<file path="src/hw/rtl/llm_pkg.sv">
// Shared types, constants and word-format helpers for the linked list manager.
// No dependencies; imported by llm_ctrl, linked_list_manager_unit and the testbench.
`default_nettype none

package llm_pkg;

    localparam int CAPACITY   = 16;
    localparam int DATA_WIDTH = 32;

    localparam int SLOT_W   = $clog2(CAPACITY);
    localparam int CNT_W    = $clog2(CAPACITY + 1);
    localparam int MODE_W   = 3;
    localparam int VALUE_W  = 32;
    localparam int POS_W    = 5;
    localparam int STATUS_W = 2;
    localparam int INDEX_W  = 4;
    localparam int CMP_W    = ((POS_W > CNT_W) ? POS_W : CNT_W) + 1;

    typedef enum logic [MODE_W-1:0] {
        MD_INS_FRONT = 3'd0,
        MD_INS_END   = 3'd1,
        MD_INS_AT    = 3'd2,
        MD_DEL_FRONT = 3'd3,
        MD_DEL_END   = 3'd4,
        MD_DEL_AT    = 3'd5,
        MD_DUMP      = 3'd6
    } t_mode;

    typedef enum logic [STATUS_W-1:0] {
        STS_OK     = 2'd0,
        STS_EMPTY  = 2'd1,
        STS_FULL   = 2'd2,
        STS_BADPOS = 2'd3
    } t_status;

    typedef enum logic [2:0] {
        OP_INS_FRONT,
        OP_INS_END,
        OP_INS_MID,
        OP_DEL_FRONT,
        OP_DEL_END,
        OP_DEL_MID
    } t_op;

    typedef enum logic [3:0] {
        S_IDLE,
        S_DECODE,
        S_WALK,
        S_ALLOC,
        S_ALLOC_W,
        S_INS_A,
        S_INS_B,
        S_DEL_A,
        S_DEL_B,
        S_DUMP_RD,
        S_DUMP_OUT,
        S_EMIT
    } t_state;

    typedef struct packed {
        logic                  we;
        logic [SLOT_W-1:0]     waddr;
        logic [DATA_WIDTH-1:0] wdata;
        logic                  re;
        logic [SLOT_W-1:0]     raddr;
    } t_val_req;

    typedef struct packed {
        logic              we;
        logic [SLOT_W-1:0] waddr;
        logic [SLOT_W-1:0] wdata;
        logic              re;
        logic [SLOT_W-1:0] raddr;
    } t_nxt_req;

    typedef struct packed {
        t_status              status;
        logic [VALUE_W-1:0]   value;
        logic [INDEX_W-1:0]   index;
        logic                 last;
    } t_result;

    // input word -> stored form (sign-extended or truncated to DATA_WIDTH)
    function automatic logic [DATA_WIDTH-1:0] to_store(input logic [VALUE_W-1:0] v);
        logic signed [63:0] t;
        t = 64'(signed'(v));
        return t[DATA_WIDTH-1:0];
    endfunction

    // stored word -> 32-bit result field
    function automatic logic [VALUE_W-1:0] to_report(input logic [DATA_WIDTH-1:0] w);
        logic signed [63:0] t;
        t = 64'(signed'(w));
        return t[VALUE_W-1:0];
    endfunction

endpackage

`default_nettype wire

</file>
<file path="src/hw/rtl/llm_ram.sv">
// Generic single-write, single-read RAM with registered, enabled read port.
// No dependencies.
`default_nettype none

module llm_ram #(
    parameter int WIDTH = 8,
    parameter int DEPTH = 16
) (
    input  wire logic                     i_clk,
    input  wire logic                     i_we,
    input  wire logic [$clog2(DEPTH)-1:0] i_waddr,
    input  wire logic [WIDTH-1:0]         i_wdata,
    input  wire logic                     i_re,
    input  wire logic [$clog2(DEPTH)-1:0] i_raddr,
    output logic      [WIDTH-1:0]         o_rdata
);

    logic [WIDTH-1:0] r_mem [DEPTH];

    always_ff @(posedge i_clk) begin
        if (i_we) begin
            r_mem[i_waddr] <= i_wdata;
        end
        if (i_re) begin
            o_rdata <= r_mem[i_raddr];
        end
    end

endmodule

`default_nettype wire

</file>
<file path="src/hw/rtl/llm_ctrl.sv">
// Sequencer for the linked list manager: list registers, pointer walker and
// slot allocator. Drives both node RAMs. Depends on llm_pkg.
`default_nettype none

module llm_ctrl (
    input  wire logic                             i_clk,
    input  wire logic                             i_rst_n,
    input  wire logic                             i_in_valid,
    output logic                                  o_in_stall,
    input  wire logic [llm_pkg::MODE_W-1:0]       i_mode,
    input  wire logic [llm_pkg::VALUE_W-1:0]      i_value,
    input  wire logic [llm_pkg::POS_W-1:0]        i_position,
    input  wire logic                             i_out_free,
    output logic                                  o_push,
    output llm_pkg::t_result                      o_result,
    output llm_pkg::t_val_req                     o_vreq,
    output llm_pkg::t_nxt_req                     o_nreq,
    input  wire logic [llm_pkg::DATA_WIDTH-1:0]   i_vrdata,
    input  wire logic [llm_pkg::SLOT_W-1:0]       i_nrdata
);

    import llm_pkg::*;

    t_state                r_state, n_state;
    logic [SLOT_W-1:0]     r_head, n_head;
    logic [SLOT_W-1:0]     r_tail, n_tail;
    logic [CNT_W-1:0]      r_count, n_count;
    logic [SLOT_W-1:0]     r_free, n_free;
    logic [CNT_W-1:0]      r_mark, n_mark;

    t_mode                 r_mode, n_mode;
    logic [DATA_WIDTH-1:0] r_word, n_word;
    logic [POS_W-1:0]      r_pos, n_pos;
    t_op                   r_op, n_op;
    t_status               r_status, n_status;
    logic                  r_has_val, n_has_val;
    logic [SLOT_W-1:0]     r_cur, n_cur;
    logic [SLOT_W-1:0]     r_prev, n_prev;
    logic [SLOT_W-1:0]     r_pprev, n_pprev;
    logic                  r_pend, n_pend;
    logic [CNT_W-1:0]      r_cnt, n_cnt;
    logic [SLOT_W-1:0]     r_slot, n_slot;
    logic [CNT_W-1:0]      r_idx, n_idx;

    logic [SLOT_W-1:0]     cur;
    logic [SLOT_W-1:0]     victim;
    logic [CMP_W-1:0]      pos_x, cnt_x;
    logic                  full, empty, dump_last, recycle;
    logic                  d_err;
    t_status               d_status;
    t_op                   d_op;
    logic [CNT_W-1:0]      d_k;

    // while walking, the current slot sits in the next-pointer RAM output
    assign cur       = r_pend ? i_nrdata : r_cur;
    assign victim    = (r_op == OP_DEL_END) ? r_tail : r_prev;
    assign pos_x     = CMP_W'(r_pos);
    assign cnt_x     = CMP_W'(r_count);
    assign full      = (r_count >= CNT_W'(CAPACITY));
    assign empty     = (r_count == '0);
    assign dump_last = ((r_idx + CNT_W'(1)) == r_count);
    assign recycle   = (r_mark > r_count);
    assign o_in_stall = (r_state != S_IDLE);

    // operation decode and checks
    always_comb begin
        d_err    = 1'b0;
        d_status = STS_OK;
        d_op     = OP_INS_FRONT;
        case (r_mode)
            MD_INS_FRONT, MD_INS_END, MD_INS_AT: begin
                if (full) begin
                    d_err    = 1'b1;
                    d_status = STS_FULL;
                end else if (r_mode == MD_INS_AT &&
                             (pos_x == '0 || pos_x > cnt_x + CMP_W'(1))) begin
                    d_err    = 1'b1;
                    d_status = STS_BADPOS;
                end else if (r_mode == MD_INS_FRONT ||
                             (r_mode == MD_INS_AT && pos_x == CMP_W'(1))) begin
                    d_op = OP_INS_FRONT;
                end else if (r_mode == MD_INS_END || pos_x == cnt_x + CMP_W'(1)) begin
                    d_op = OP_INS_END;
                end else begin
                    d_op = OP_INS_MID;
                end
            end
            MD_DEL_FRONT, MD_DEL_END, MD_DEL_AT: begin
                if (empty) begin
                    d_err    = 1'b1;
                    d_status = STS_EMPTY;
                end else if (r_mode == MD_DEL_AT && (pos_x == '0 || pos_x > cnt_x)) begin
                    d_err    = 1'b1;
                    d_status = STS_BADPOS;
                end else if (r_mode == MD_DEL_FRONT ||
                             (r_mode == MD_DEL_AT && pos_x == CMP_W'(1)) ||
                             (r_mode == MD_DEL_END && r_count == CNT_W'(1))) begin
                    d_op = OP_DEL_FRONT;
                end else if (r_mode == MD_DEL_END || pos_x == cnt_x) begin
                    d_op = OP_DEL_END;
                end else begin
                    d_op = OP_DEL_MID;
                end
            end
            MD_DUMP: begin
                if (empty) begin
                    d_err    = 1'b1;
                    d_status = STS_EMPTY;
                end
            end
            default: ;
        endcase
    end

    // walk length in hops from the head
    always_comb begin
        case (d_op)
            OP_INS_MID:   d_k = CNT_W'(pos_x - CMP_W'(1));
            OP_DEL_MID:   d_k = CNT_W'(pos_x);
            OP_DEL_FRONT: d_k = CNT_W'(1);
            OP_DEL_END:   d_k = r_count - CNT_W'(2);
            default:      d_k = '0;
        endcase
    end

    // next state
    always_comb begin
        n_state = r_state;
        case (r_state)
            S_IDLE: begin
                if (i_in_valid) begin
                    n_state = S_DECODE;
                end
            end
            S_DECODE: begin
                case (r_mode)
                    MD_INS_FRONT, MD_INS_END, MD_INS_AT,
                    MD_DEL_FRONT, MD_DEL_END, MD_DEL_AT: begin
                        if (d_err) begin
                            n_state = S_EMIT;
                        end else if (d_op == OP_INS_FRONT || d_op == OP_INS_END) begin
                            n_state = S_ALLOC;
                        end else begin
                            n_state = S_WALK;
                        end
                    end
                    MD_DUMP: n_state = d_err ? S_EMIT : S_DUMP_RD;
                    default: n_state = S_IDLE;
                endcase
            end
            S_WALK: begin
                if (r_cnt == '0) begin
                    n_state = (r_op == OP_INS_MID) ? S_ALLOC : S_DEL_A;
                end
            end
            S_ALLOC:    n_state = recycle ? S_ALLOC_W : S_INS_A;
            S_ALLOC_W:  n_state = S_INS_A;
            S_INS_A:    n_state = (r_op == OP_INS_MID) ? S_INS_B : S_EMIT;
            S_INS_B:    n_state = S_EMIT;
            S_DEL_A:    n_state = (r_op == OP_DEL_MID) ? S_DEL_B : S_EMIT;
            S_DEL_B:    n_state = S_EMIT;
            S_DUMP_RD:  n_state = S_DUMP_OUT;
            S_DUMP_OUT: begin
                if (i_out_free && dump_last) begin
                    n_state = S_IDLE;
                end
            end
            S_EMIT: begin
                if (i_out_free) begin
                    n_state = S_IDLE;
                end
            end
            default: n_state = S_IDLE;
        endcase
    end

    // datapath, RAM requests and result
    always_comb begin
        n_head    = r_head;
        n_tail    = r_tail;
        n_count   = r_count;
        n_free    = r_free;
        n_mark    = r_mark;
        n_mode    = r_mode;
        n_word    = r_word;
        n_pos     = r_pos;
        n_op      = r_op;
        n_status  = r_status;
        n_has_val = r_has_val;
        n_cur     = r_cur;
        n_prev    = r_prev;
        n_pprev   = r_pprev;
        n_pend    = r_pend;
        n_cnt     = r_cnt;
        n_slot    = r_slot;
        n_idx     = r_idx;
        o_vreq    = '0;
        o_nreq    = '0;
        o_push    = 1'b0;
        o_result  = '0;
        case (r_state)
            S_IDLE: begin
                if (i_in_valid) begin
                    n_mode = t_mode'(i_mode);
                    n_word = to_store(i_value);
                    n_pos  = i_position;
                end
            end
            S_DECODE: begin
                n_op      = d_op;
                n_status  = d_status;
                n_has_val = 1'b0;
                n_cur     = r_head;
                n_pend    = 1'b0;
                n_cnt     = d_k;
                n_idx     = '0;
            end
            S_WALK: begin
                if (r_cnt == '0) begin
                    n_cur  = cur;
                    n_pend = 1'b0;
                end else begin
                    o_nreq.re    = 1'b1;
                    o_nreq.raddr = cur;
                    n_pend       = 1'b1;
                    n_pprev      = r_prev;
                    n_prev       = cur;
                    n_cnt        = r_cnt - CNT_W'(1);
                end
            end
            S_ALLOC: begin
                if (recycle) begin
                    // pop the free list; its successor arrives next cycle
                    o_nreq.re    = 1'b1;
                    o_nreq.raddr = r_free;
                    n_slot       = r_free;
                end else begin
                    n_slot = r_mark[SLOT_W-1:0];
                    n_mark = r_mark + CNT_W'(1);
                end
            end
            S_ALLOC_W: begin
                n_free = i_nrdata;
            end
            S_INS_A: begin
                o_vreq.we    = 1'b1;
                o_vreq.waddr = r_slot;
                o_vreq.wdata = r_word;
                case (r_op)
                    OP_INS_FRONT: begin
                        o_nreq.we    = 1'b1;
                        o_nreq.waddr = r_slot;
                        o_nreq.wdata = r_head;
                        n_head       = r_slot;
                        if (empty) begin
                            n_tail = r_slot;
                        end
                        n_count = r_count + CNT_W'(1);
                    end
                    OP_INS_END: begin
                        if (empty) begin
                            n_head = r_slot;
                        end else begin
                            o_nreq.we    = 1'b1;
                            o_nreq.waddr = r_tail;
                            o_nreq.wdata = r_slot;
                        end
                        n_tail  = r_slot;
                        n_count = r_count + CNT_W'(1);
                    end
                    default: begin
                        o_nreq.we    = 1'b1;
                        o_nreq.waddr = r_slot;
                        o_nreq.wdata = r_cur;
                    end
                endcase
            end
            S_INS_B: begin
                o_nreq.we    = 1'b1;
                o_nreq.waddr = r_prev;
                o_nreq.wdata = r_slot;
                n_count      = r_count + CNT_W'(1);
            end
            S_DEL_A: begin
                o_vreq.re    = 1'b1;
                o_vreq.raddr = victim;
                n_has_val    = 1'b1;
                if (r_op == OP_DEL_MID) begin
                    // unlink: predecessor now points past the victim
                    o_nreq.we    = 1'b1;
                    o_nreq.waddr = r_pprev;
                    o_nreq.wdata = r_cur;
                end else begin
                    o_nreq.we    = 1'b1;
                    o_nreq.waddr = victim;
                    o_nreq.wdata = r_free;
                    n_free       = victim;
                    n_count      = r_count - CNT_W'(1);
                    if (r_op == OP_DEL_FRONT) begin
                        if (r_count == CNT_W'(1)) begin
                            n_head = '0;
                            n_tail = '0;
                        end else begin
                            n_head = r_cur;
                        end
                    end else begin
                        n_tail = r_cur;
                    end
                end
            end
            S_DEL_B: begin
                o_nreq.we    = 1'b1;
                o_nreq.waddr = r_prev;
                o_nreq.wdata = r_free;
                n_free       = r_prev;
                n_count      = r_count - CNT_W'(1);
            end
            S_DUMP_RD: begin
                o_vreq.re    = 1'b1;
                o_vreq.raddr = cur;
                o_nreq.re    = 1'b1;
                o_nreq.raddr = cur;
                n_pend       = 1'b1;
            end
            S_DUMP_OUT: begin
                if (i_out_free) begin
                    o_push          = 1'b1;
                    o_result.status = STS_OK;
                    o_result.value  = to_report(i_vrdata);
                    o_result.index  = INDEX_W'(r_idx);
                    o_result.last   = dump_last;
                    if (!dump_last) begin
                        o_vreq.re    = 1'b1;
                        o_vreq.raddr = cur;
                        o_nreq.re    = 1'b1;
                        o_nreq.raddr = cur;
                        n_idx        = r_idx + CNT_W'(1);
                    end
                end
            end
            S_EMIT: begin
                if (i_out_free) begin
                    o_push          = 1'b1;
                    o_result.status = r_status;
                    o_result.value  = r_has_val ? to_report(i_vrdata) : '0;
                    o_result.index  = '0;
                    o_result.last   = 1'b1;
                end
            end
            default: ;
        endcase
    end

    always_ff @(posedge i_clk) begin
        if (!i_rst_n) begin
            r_state <= S_IDLE;
            r_head  <= '0;
            r_tail  <= '0;
            r_count <= '0;
            r_free  <= '0;
            r_mark  <= '0;
        end else begin
            r_state <= n_state;
            r_head  <= n_head;
            r_tail  <= n_tail;
            r_count <= n_count;
            r_free  <= n_free;
            r_mark  <= n_mark;
        end
    end

    always_ff @(posedge i_clk) begin
        r_mode    <= n_mode;
        r_word    <= n_word;
        r_pos     <= n_pos;
        r_op      <= n_op;
        r_status  <= n_status;
        r_has_val <= n_has_val;
        r_cur     <= n_cur;
        r_prev    <= n_prev;
        r_pprev   <= n_pprev;
        r_pend    <= n_pend;
        r_cnt     <= n_cnt;
        r_slot    <= n_slot;
        r_idx     <= n_idx;
    end

`ifndef SYNTH
    a_mark_bounds: assert property (@(posedge i_clk) disable iff (!i_rst_n)
        (r_mark >= r_count) && (r_mark <= CNT_W'(CAPACITY)))
        else $error("watermark out of range");

    a_push_free: assert property (@(posedge i_clk) disable iff (!i_rst_n)
        o_push |-> i_out_free)
        else $error("result pushed into a full output register");

    a_empty_ends: assert property (@(posedge i_clk) disable iff (!i_rst_n)
        (r_state == S_IDLE && r_count == '0) |-> (r_head == '0 && r_tail == '0))
        else $error("empty list with nonzero head or tail");

    a_last_idle: assert property (@(posedge i_clk) disable iff (!i_rst_n)
        (o_push && o_result.last) |=> (r_state == S_IDLE))
        else $error("sequencer busy after final result");
`endif

endmodule

`default_nettype wire

</file>
<file path="src/hw/rtl/linked_list_manager_unit.sv">
// Channel   | Signals                                         | Direction
// ----------+-------------------------------------------------+----------
// command   | i_in_valid, o_in_stall, i_mode, i_value,        | in
//           | i_position                                      |
// result    | o_out_valid, i_out_stall, o_status,             | out
//           | o_element_value, o_element_index, o_last        |
//
// One command at a time. Reusing a freed slot adds the S_ALLOC_W state to an insert.
// Insert/delete at a position and delete at end walk the list from the head; dump
// reads it in order. Pointer walks run one hop per cycle on the next-pointer RAM
// read port. Reset is synchronous; node RAMs are not cleared. An output register
// holds each result, so the next command is taken while a result waits on i_out_stall.
// Top level: node RAMs, sequencer and result register. Depends on llm_pkg,
// llm_ram and llm_ctrl.
`default_nettype none

module linked_list_manager_unit (
    input  wire logic                          i_clk,
    input  wire logic                          i_rst_n,
    input  wire logic                          i_in_valid,
    output logic                               o_in_stall,
    input  wire logic [llm_pkg::MODE_W-1:0]    i_mode,
    input  wire logic [llm_pkg::VALUE_W-1:0]   i_value,
    input  wire logic [llm_pkg::POS_W-1:0]     i_position,
    output logic                               o_out_valid,
    input  wire logic                          i_out_stall,
    output logic [llm_pkg::STATUS_W-1:0]       o_status,
    output logic [llm_pkg::VALUE_W-1:0]        o_element_value,
    output logic [llm_pkg::INDEX_W-1:0]        o_element_index,
    output logic                               o_last
);

    import llm_pkg::*;

    t_val_req              vreq;
    t_nxt_req              nreq;
    logic [DATA_WIDTH-1:0] vrdata;
    logic [SLOT_W-1:0]     nrdata;
    logic                  push;
    logic                  out_free;
    t_result               result;

    logic                  r_out_valid;
    t_result               r_out;

    assign out_free = !r_out_valid || !i_out_stall;

    llm_ctrl u_ctrl (
        .i_clk      (i_clk),
        .i_rst_n    (i_rst_n),
        .i_in_valid (i_in_valid),
        .o_in_stall (o_in_stall),
        .i_mode     (i_mode),
        .i_value    (i_value),
        .i_position (i_position),
        .i_out_free (out_free),
        .o_push     (push),
        .o_result   (result),
        .o_vreq     (vreq),
        .o_nreq     (nreq),
        .i_vrdata   (vrdata),
        .i_nrdata   (nrdata)
    );

    llm_ram #(
        .WIDTH (DATA_WIDTH),
        .DEPTH (CAPACITY)
    ) u_val_ram (
        .i_clk   (i_clk),
        .i_we    (vreq.we),
        .i_waddr (vreq.waddr),
        .i_wdata (vreq.wdata),
        .i_re    (vreq.re),
        .i_raddr (vreq.raddr),
        .o_rdata (vrdata)
    );

    llm_ram #(
        .WIDTH (SLOT_W),
        .DEPTH (CAPACITY)
    ) u_nxt_ram (
        .i_clk   (i_clk),
        .i_we    (nreq.we),
        .i_waddr (nreq.waddr),
        .i_wdata (nreq.wdata),
        .i_re    (nreq.re),
        .i_raddr (nreq.raddr),
        .o_rdata (nrdata)
    );

    always_ff @(posedge i_clk) begin
        if (!i_rst_n) begin
            r_out_valid <= 1'b0;
        end else if (push) begin
            r_out_valid <= 1'b1;
        end else if (!i_out_stall) begin
            r_out_valid <= 1'b0;
        end
    end

    always_ff @(posedge i_clk) begin
        if (push) begin
            r_out <= result;
        end
    end

    assign o_out_valid     = r_out_valid;
    assign o_status        = r_out.status;
    assign o_element_value = r_out.value;
    assign o_element_index = r_out.index;
    assign o_last          = r_out.last;

endmodule

`default_nettype wire

</file>
<file path="config.mk">
export PLATFORM = sky130hd
export DESIGN_NAME = linked_list_manager_unit
export DESIGN_NICKNAME = d
export VERILOG_FILES = /design/src/hw/rtl/llm_pkg.sv /design/src/hw/rtl/llm_ram.sv /design/src/hw/rtl/llm_ctrl.sv /design/src/hw/rtl/linked_list_manager_unit.sv
export SDC_FILE = /design/constraint.sdc
export NUM_CORES = 1
export LEC_CHECK = 0
export ABC_CLOCK_PERIOD_IN_PS = 5150
export BUFFER_PORTS_ARGS = -buffer_cell sky130_fd_sc_hd__buf_2
export CORE_UTILIZATION = 60
export CTS_CLUSTER_DIAMETER = 200
export DETAILED_ROUTE_END_ITERATION = 8
export HOLD_SLACK_MARGIN = 0.06
export PLACE_DENSITY = 0.8
export SYNTH_ARGS = -nofsm -noshare
export SYNTH_HDL_FRONTEND = slang
export SYNTH_SLANG_ARGS = --single-unit
</file>
<file path="constraint.sdc">
create_clock -name i_clk -period 5.15 [get_ports i_clk]
set_input_delay 1.03 -clock i_clk [delete_from_list [all_inputs] [get_ports i_clk]]
set_output_delay 1.03 -clock i_clk [all_outputs]
set_load 0.005 [all_outputs]
</file>
# Word-level counts from Yosys, hierarchy flattened
# Memories as Yosys holds them, arrays and structs flattened. A register that Yosys moved wholly into a read port is not among the register bits.
# Cells that the tools add are included.
[word_totals]
ram_bits = 576
ff_bits = 139
output_inout_bits = 41
n_memories = 2
in_bits = 44
[classes]
add_sub_neg = 8
n_bitwise = 2
n_mux = 87
n_eq_ne = 47
n_lt_le_gt_ge = 4
reduce_logical = 49
[memory_table]
columns = ["name", "words", "width", "rd", "rd_clocked_by_memory_dff", "write_ports", "line_no", "source"]
rows = [
  ["u_val_ram.r_mem", 16, 32, 1, 1, 1, "llm_ram.sv:18", "logic [WIDTH-1:0] r_mem [DEPTH];"],
  ["u_nxt_ram.r_mem", 16, 4, 1, 1, 1, "llm_ram.sv:18", ""],
]
[op_table]
columns = ["op", "count"]
rows = [
  ["39-bit case mux with 2 select lines", 1],
  ["37-bit 2-to-1 mux", 2],
  ["4-bit 2-to-1 mux", 18],
  ["5-bit case mux with 4 select lines", 3],
  ["4-bit case mux with 2 select lines", 6],
  ["5-bit 2-to-1 mux", 9],
  ["4-bit case mux with 11 select lines", 1],
  ["39-bit 2-to-1 mux", 1],
  ["9-bit case mux with 4 select lines", 1],
  ["32-bit 2-to-1 mux", 1],
  ["3-bit equality test, second input constant", 7],
  ["3-bit 2-to-1 mux", 7],
  ["5-bit case mux with 2 select lines", 2],
  ["3-bit by 2-bit equality test with 1-bit output, second input constant", 6],
  ["1-bit 2-to-1 mux", 18],
  ["9-bit case mux with 2 select lines", 1],
  ["4-bit by 3-bit equality test with 1-bit output, second input constant", 4],
  ["4-bit equality test, second input constant", 4],
  ["5-bit by 1-bit adder with 5-bit output, second input constant", 3],
  ["5-bit case mux with 3 select lines", 1],
  ["5-bit by 1-bit subtractor with 5-bit output, second input constant", 3],
  ["2-bit 2-to-1 mux", 7],
  ["2-bit by 1-bit != test with 1-bit output, second input constant", 6],
  ["4-bit case mux with 3 select lines", 1],
  ["38 further kinds", 84],
]

# Depth between registers and ports, before layout
[logic_depth]
word_depth = 14
mapped_depth = 13

# Hierarchy
# Synthesis repeated with hierarchy kept, for this count alone.
[unflattened]
cells_unflattened = 1661
area_unflattened_um2 = 30294.1
[modules_own_cells]
columns = ["module", "seq_area_each_um2", "instances", "cells_per_inst", "area_each_um2"]
rows = [
  ["llm_ram (u_val_ram)", 16335.7, 1, 838, 20155.6],
  ["llm_ctrl", 2712.6, 1, 650, 6226.0],
  ["llm_ram (u_nxt_ram)", 2042.0, 1, 130, 2706.3],
  ["linked_list_manager_unit", 1191.1, 1, 43, 1206.2],
]

# Worst setup path before layout
# Ideal clock, no wire load.
[synth_path]
kind = "reg2reg"
start = "reg u_ctrl.r_state[2]"
end = "mem u_val_ram.r_mem[0][0] (netlist name), enable pin"
synth_period_minus_slack_ns = 3.979
setup_time_ns = 0.461
required_time_ns = 4.689
slack_ns = 1.171
t_arrival_ns = 3.518
path_stages_with_launch = 6
n_path_buf = 2
path_cell_list = "dfxtp_1 clkbuf_1 clkbuf_1 nand3_1 or3_1 nor3_1"
[synth_via]
elab_chain_cells = 4
[synth_rtl]
columns = ["element", "line_no", "source"]
rows = [
  ["from (decl)", "llm_ctrl.sv:24", "t_state r_state, n_state;"],
  ["from (signal assigned)", "llm_ctrl.sv:363", "r_state <= n_state;"],
  ["4-bit by 3-bit equality test with 1-bit output *", "llm_ctrl.sv:201", "case (r_state)"],
  ["37-bit 2-to-1 mux *", "llm_ctrl.sv:201", ""],
  ["1-bit 2-to-1 mux", "llm_ram.sv:21", "if (i_we) begin"],
  ["1-bit 2-to-1 mux (implied by the code)", "llm_ram.sv:22", "r_mem[i_waddr] <= i_wdata;"],
  ["to (decl)", "llm_ram.sv:18", ""],
]
# Every way passes the cells marked *; elsewhere a longest branch is shown, timed or not.

# Final worst setup path
[layout_path]
start = "reg u_ctrl.r_count[2]"
end = "reg u_val_ram.o_rdata[9] (read register of u_val_ram.r_mem) (data pin)"
[layout_via]
elab_chain_cells = 4
[layout_rtl]
columns = ["element", "line_no", "source"]
rows = [
  ["from (decl)", "llm_ctrl.sv:27", "logic [CNT_W-1:0] r_count, n_count;"],
  ["from (signal assigned)", "llm_ctrl.sv:366", "r_count <= n_count;"],
  ["5-bit equality test", "llm_ctrl.sv:61", "assign dump_last = ((r_idx + CNT_W'(1)) == r_count);"],
  ["5-bit 2-to-1 mux", "llm_ctrl.sv:332", "if (!dump_last) begin"],
  ["5-bit 2-to-1 mux", "llm_ctrl.sv:326", "if (i_out_free) begin"],
  ["5-bit case mux with 3 select lines", "llm_ctrl.sv:201", ""],
  ["to (decl)", "llm_ram.sv:15", "output logic [WIDTH-1:0] o_rdata"],
]
# No other way between the ends.
# A chain may end at the register's enable or synchronous reset.

==> results.sh <==
export IMPL_status="complete, no violations"
export IMPL_synth_nets=2128
export IMPL_maxSlewViolCount=0
export IMPL_synth_edf_count=724
export IMPL_syn_inst=2058
export IMPL_maxCapViolCount=0
export IMPL_ir_worst_vdd_v=0.000319
export IMPL_clock_fmax_ghz=0.237
export IMPL_viasPerCell=6.30
export IMPL_synth_cell_types=65
export IMPL_cts_tree="built"
export IMPL_ctsHoldBuffers=0
export IMPL_dpl_cell_count=2756
export IMPL_start_util_pct=60.9
export IMPL_area_growth_syn_to_layout_pct=12.2
export IMPL_drc_errors=0
export IMPL_first_pass_iters=6
export IMPL_max_slew_margin_rel_pct=26.8
export IMPL_pre_cts_slack_ns=1.03
export IMPL_ant_nets=0
export IMPL_synthArstFlopShare_pct=0
export IMPL_setup_viol=0
export IMPL_antenna_found_initial=0
export IMPL_clock_sinks=751
export IMPL_hpwl_um=39800
export IMPL_synth_most_common_cell="edfxtp_1"
export IMPL_synth_main_ff_cell="edfxtp_1"
export IMPL_io_buffer_count=84
export IMPL_nFillCells=3343
export IMPL_grt_pass1_wl_um=106000
export IMPL_startpoint_type="register"
export IMPL_fp_coreArea_um2=51400
export IMPL_grt_pass1_vias=17976
export IMPL_grt_util_all_layers_pct=26.8
export IMPL_switching_power_w=0.00402
export IMPL_final_hold_violation_count=0
export IMPL_finalNonFillerCells=2895
export IMPL_cp_max_fo=90
export IMPL_synth_area_leader_cell="edfxtp_1"
export IMPL_die_area_um2=53100
export IMPL_rows=83
export IMPL_post_cts_buffers=0
export IMPL_finClkSkew_ns=0.0235
export IMPL_fp_dieW_um=230
export IMPL_hold_ws_ns=0.516
export IMPL_root_buffer="clkbuf_16"
export IMPL_synth_common_cells="edfxtp_1, a211oi_1, mux2i_1"
export IMPL_drt_iter0_markers=1835
export IMPL_postLayoutSetupSlackWorst_ns=0.935
export IMPL_vias=18250
export IMPL_p_comb_share_pct=15.0
export IMPL_path_class="register to register"
export IMPL_worst_pin_slew_ns=1.10
export IMPL_yosysWarningCount=0
export IMPL_synth_top_cell_area_share_pct=69.5
export IMPL_clk_latency_ns=0.62
export IMPL_diodes=0
export IMPL_io_pins=85
export IMPL_ys_ff_latch=751
export IMPL_finalCriticalPeriod_ns=4.22
export IMPL_final_setup_tns_ns=0
export IMPL_seqPwrFrac_pct=49.3
export IMPL_seq_area_frac_synth_pct=71.2
export IMPL_worstPathArrival_ns=4.56
export IMPL_setup_worst_path_end_class="register"
export IMPL_grt_max_degree=91
export IMPL_routedWlPerCell_um=24.3
export IMPL_worstPathRequired_ns=5.50
export IMPL_synthTopCellsByArea="edfxtp_1, a211oi_1, mux2i_1"
export IMPL_wirelength_um=70500
export IMPL_ctsResizeCount=0
export IMPL_clockBufferDepth=3
export IMPL_hold_path_class="register to register"
export IMPL_rsz0062_at_grt="no"
export IMPL_cts_buffers=75
export IMPL_power_switching_fraction_pct=26.7
export IMPL_p_int_w=0.0110
export IMPL_drive_gt1_share_pct=13.6
export IMPL_die_y_um=230
export IMPL_leakage_nw=13.5
export IMPL_fin_crit_sh_pct=81.8
export IMPL_fin_nets=2223
export IMPL_syn_avg_cell_area_um2=15.2
export IMPL_syn_area_um2=31300
export IMPL_clk_pin_slew_ns=0.06
export IMPL_htree_num_levels=3
export IMPL_power_density_nw_per_um2=429
export IMPL_gp_congestion=0.913
export IMPL_power_frac_clock_pct=35.7
export IMPL_gr_total_overflow=0
==> worst max-delay path: stages, from the launching register on <==
cell and delay [ns]:
dfxtp_1 0.60, xor3_1 0.55, nor3_4 0.29, a31oi_4 0.18, o21ai_1 0.24, and2_4 0.88, buf_4 0.42, a211oi_1 0.14
or4_1 0.56
==> power groups by stage <==
stage	clock network [W]	registers (W)	logic, W
floorplan	0	0.00737	0.00164
CTS	0.00543	0.00741	0.00224
detailed placement	0	0.00753	0.00222
finish	0.00537	0.00742	0.00226
global placement	0	0.00753	0.00215
global route	0.00567	0.00744	0.00245
==> routing by layer <==
layer | part of all wire [%] | wire (um) | global-route usage [%]
met1 | 41 | 28600 | 36.0
met2 | 48 | 33500 | 43.0
met3 | 7.8 | 5520 | 4.80
met4 | 4.1 | 2880 | 12.4
met5 | 0 | 0 | 0
==> cells by family (layout without fill, tap and decap cells) <==
group | after synthesis | in the layout | share of synthesized area, %
muxes | 184 | 184 | 5.96
DFF | 751 | 751 | 71.2
and+or+nand+nor | 508 | 508 | 9.07
buffers and inverters | 148 | 305 | 2.20
xor gates and xnor gates | 26 | 26 | 0.776
adders and majority gates | 26 | 26 | 1.04
AOI/OAI and AO/OA | 415 | 415 | 9.72
==> sequential cells by signal, summed over array words and instances, names as in the netlist, 5 cells and up <==
signal,cells
u_ctrl.r_pos,5
u_ctrl.r_idx,5
u_ctrl.r_mark,5
u_nxt_ram.r_mem,64
u_ctrl.r_cnt,5
u_ctrl.r_count,5
o_element_value,32
u_val_ram.r_mem,512
u_ctrl.r_word,32
u_val_ram.o_rdata,32
==> area by class of cell <==
type | count | area [um^2] | share of cell area (%)
flip-flops and latches | 751 | 22300 | 63.5
inverters | 29 | 109 | 0.310
clock buffers | 92 | 2020 | 5.77
repair buffers | 137 | 956 | 2.72
well taps | 680 | 851 | 2.42
multi-input cells | 1159 | 8450 | 24.1
clock inverters | 47 | 424 | 1.21
==> stage by stage <==
step / area, um^2 / utilization (%) / total power [W]
finish: 35100 / 68.3 / 0.0150
global route: 35100 / 68.3 / 0.0156
CTS: 35100 / 68.3 / 0.0151
detailed placement: 32600 / 63.5 / 0.00976
global placement: 32600 / 63.5 / 0.00968
floorplan: 31300 / - / 0.00901
==> placed cells by master, fill, tap and decap left out, drive strengths merged, types with 7 or more instances in the layout <==
cell | synthesis | layout
a21oi | 36 | 36
nand4 | 9 | 9
or4 | 31 | 31
a211oi | 255 | 255
mux2i | 174 | 174
and3 | 14 | 14
o211a | 8 | 8
o21ai | 34 | 34
nor2b | 140 | 140
nand2 | 90 | 90
ha | 26 | 26
inv | 28 | 29
nor3 | 13 | 13
nand2b | 16 | 16
o211ai | 9 | 9
nor2 | 67 | 67
a22oi | 18 | 18
nand3 | 26 | 26
buf | 57 | 137
xnor2 | 21 | 21
edfxtp | 724 | 724
clkbuf | 62 | 92
and2 | 80 | 80
o22ai | 7 | 7
dfxtp | 27 | 27
clkinv | 1 | 37
mux2 | 9 | 9
==> final timing paths <==
check | cells past startpoint | to | startpoint | slack, ns
worst min-delay path | 0 | u_ctrl.r_pprev[3] | u_ctrl.r_prev[3] | 0.52
worst max-delay path | 8 | u_val_ram.o_rdata[9] | u_ctrl.r_count[2] | 0.93
worst min register to register | 0 | u_ctrl.r_pprev[3] | u_ctrl.r_prev[3] | 0.52
worst max register to register | 8 | u_val_ram.o_rdata[9] | u_ctrl.r_count[2] | 0.93
No activity file was read; power rests on OpenSTA's default activity.
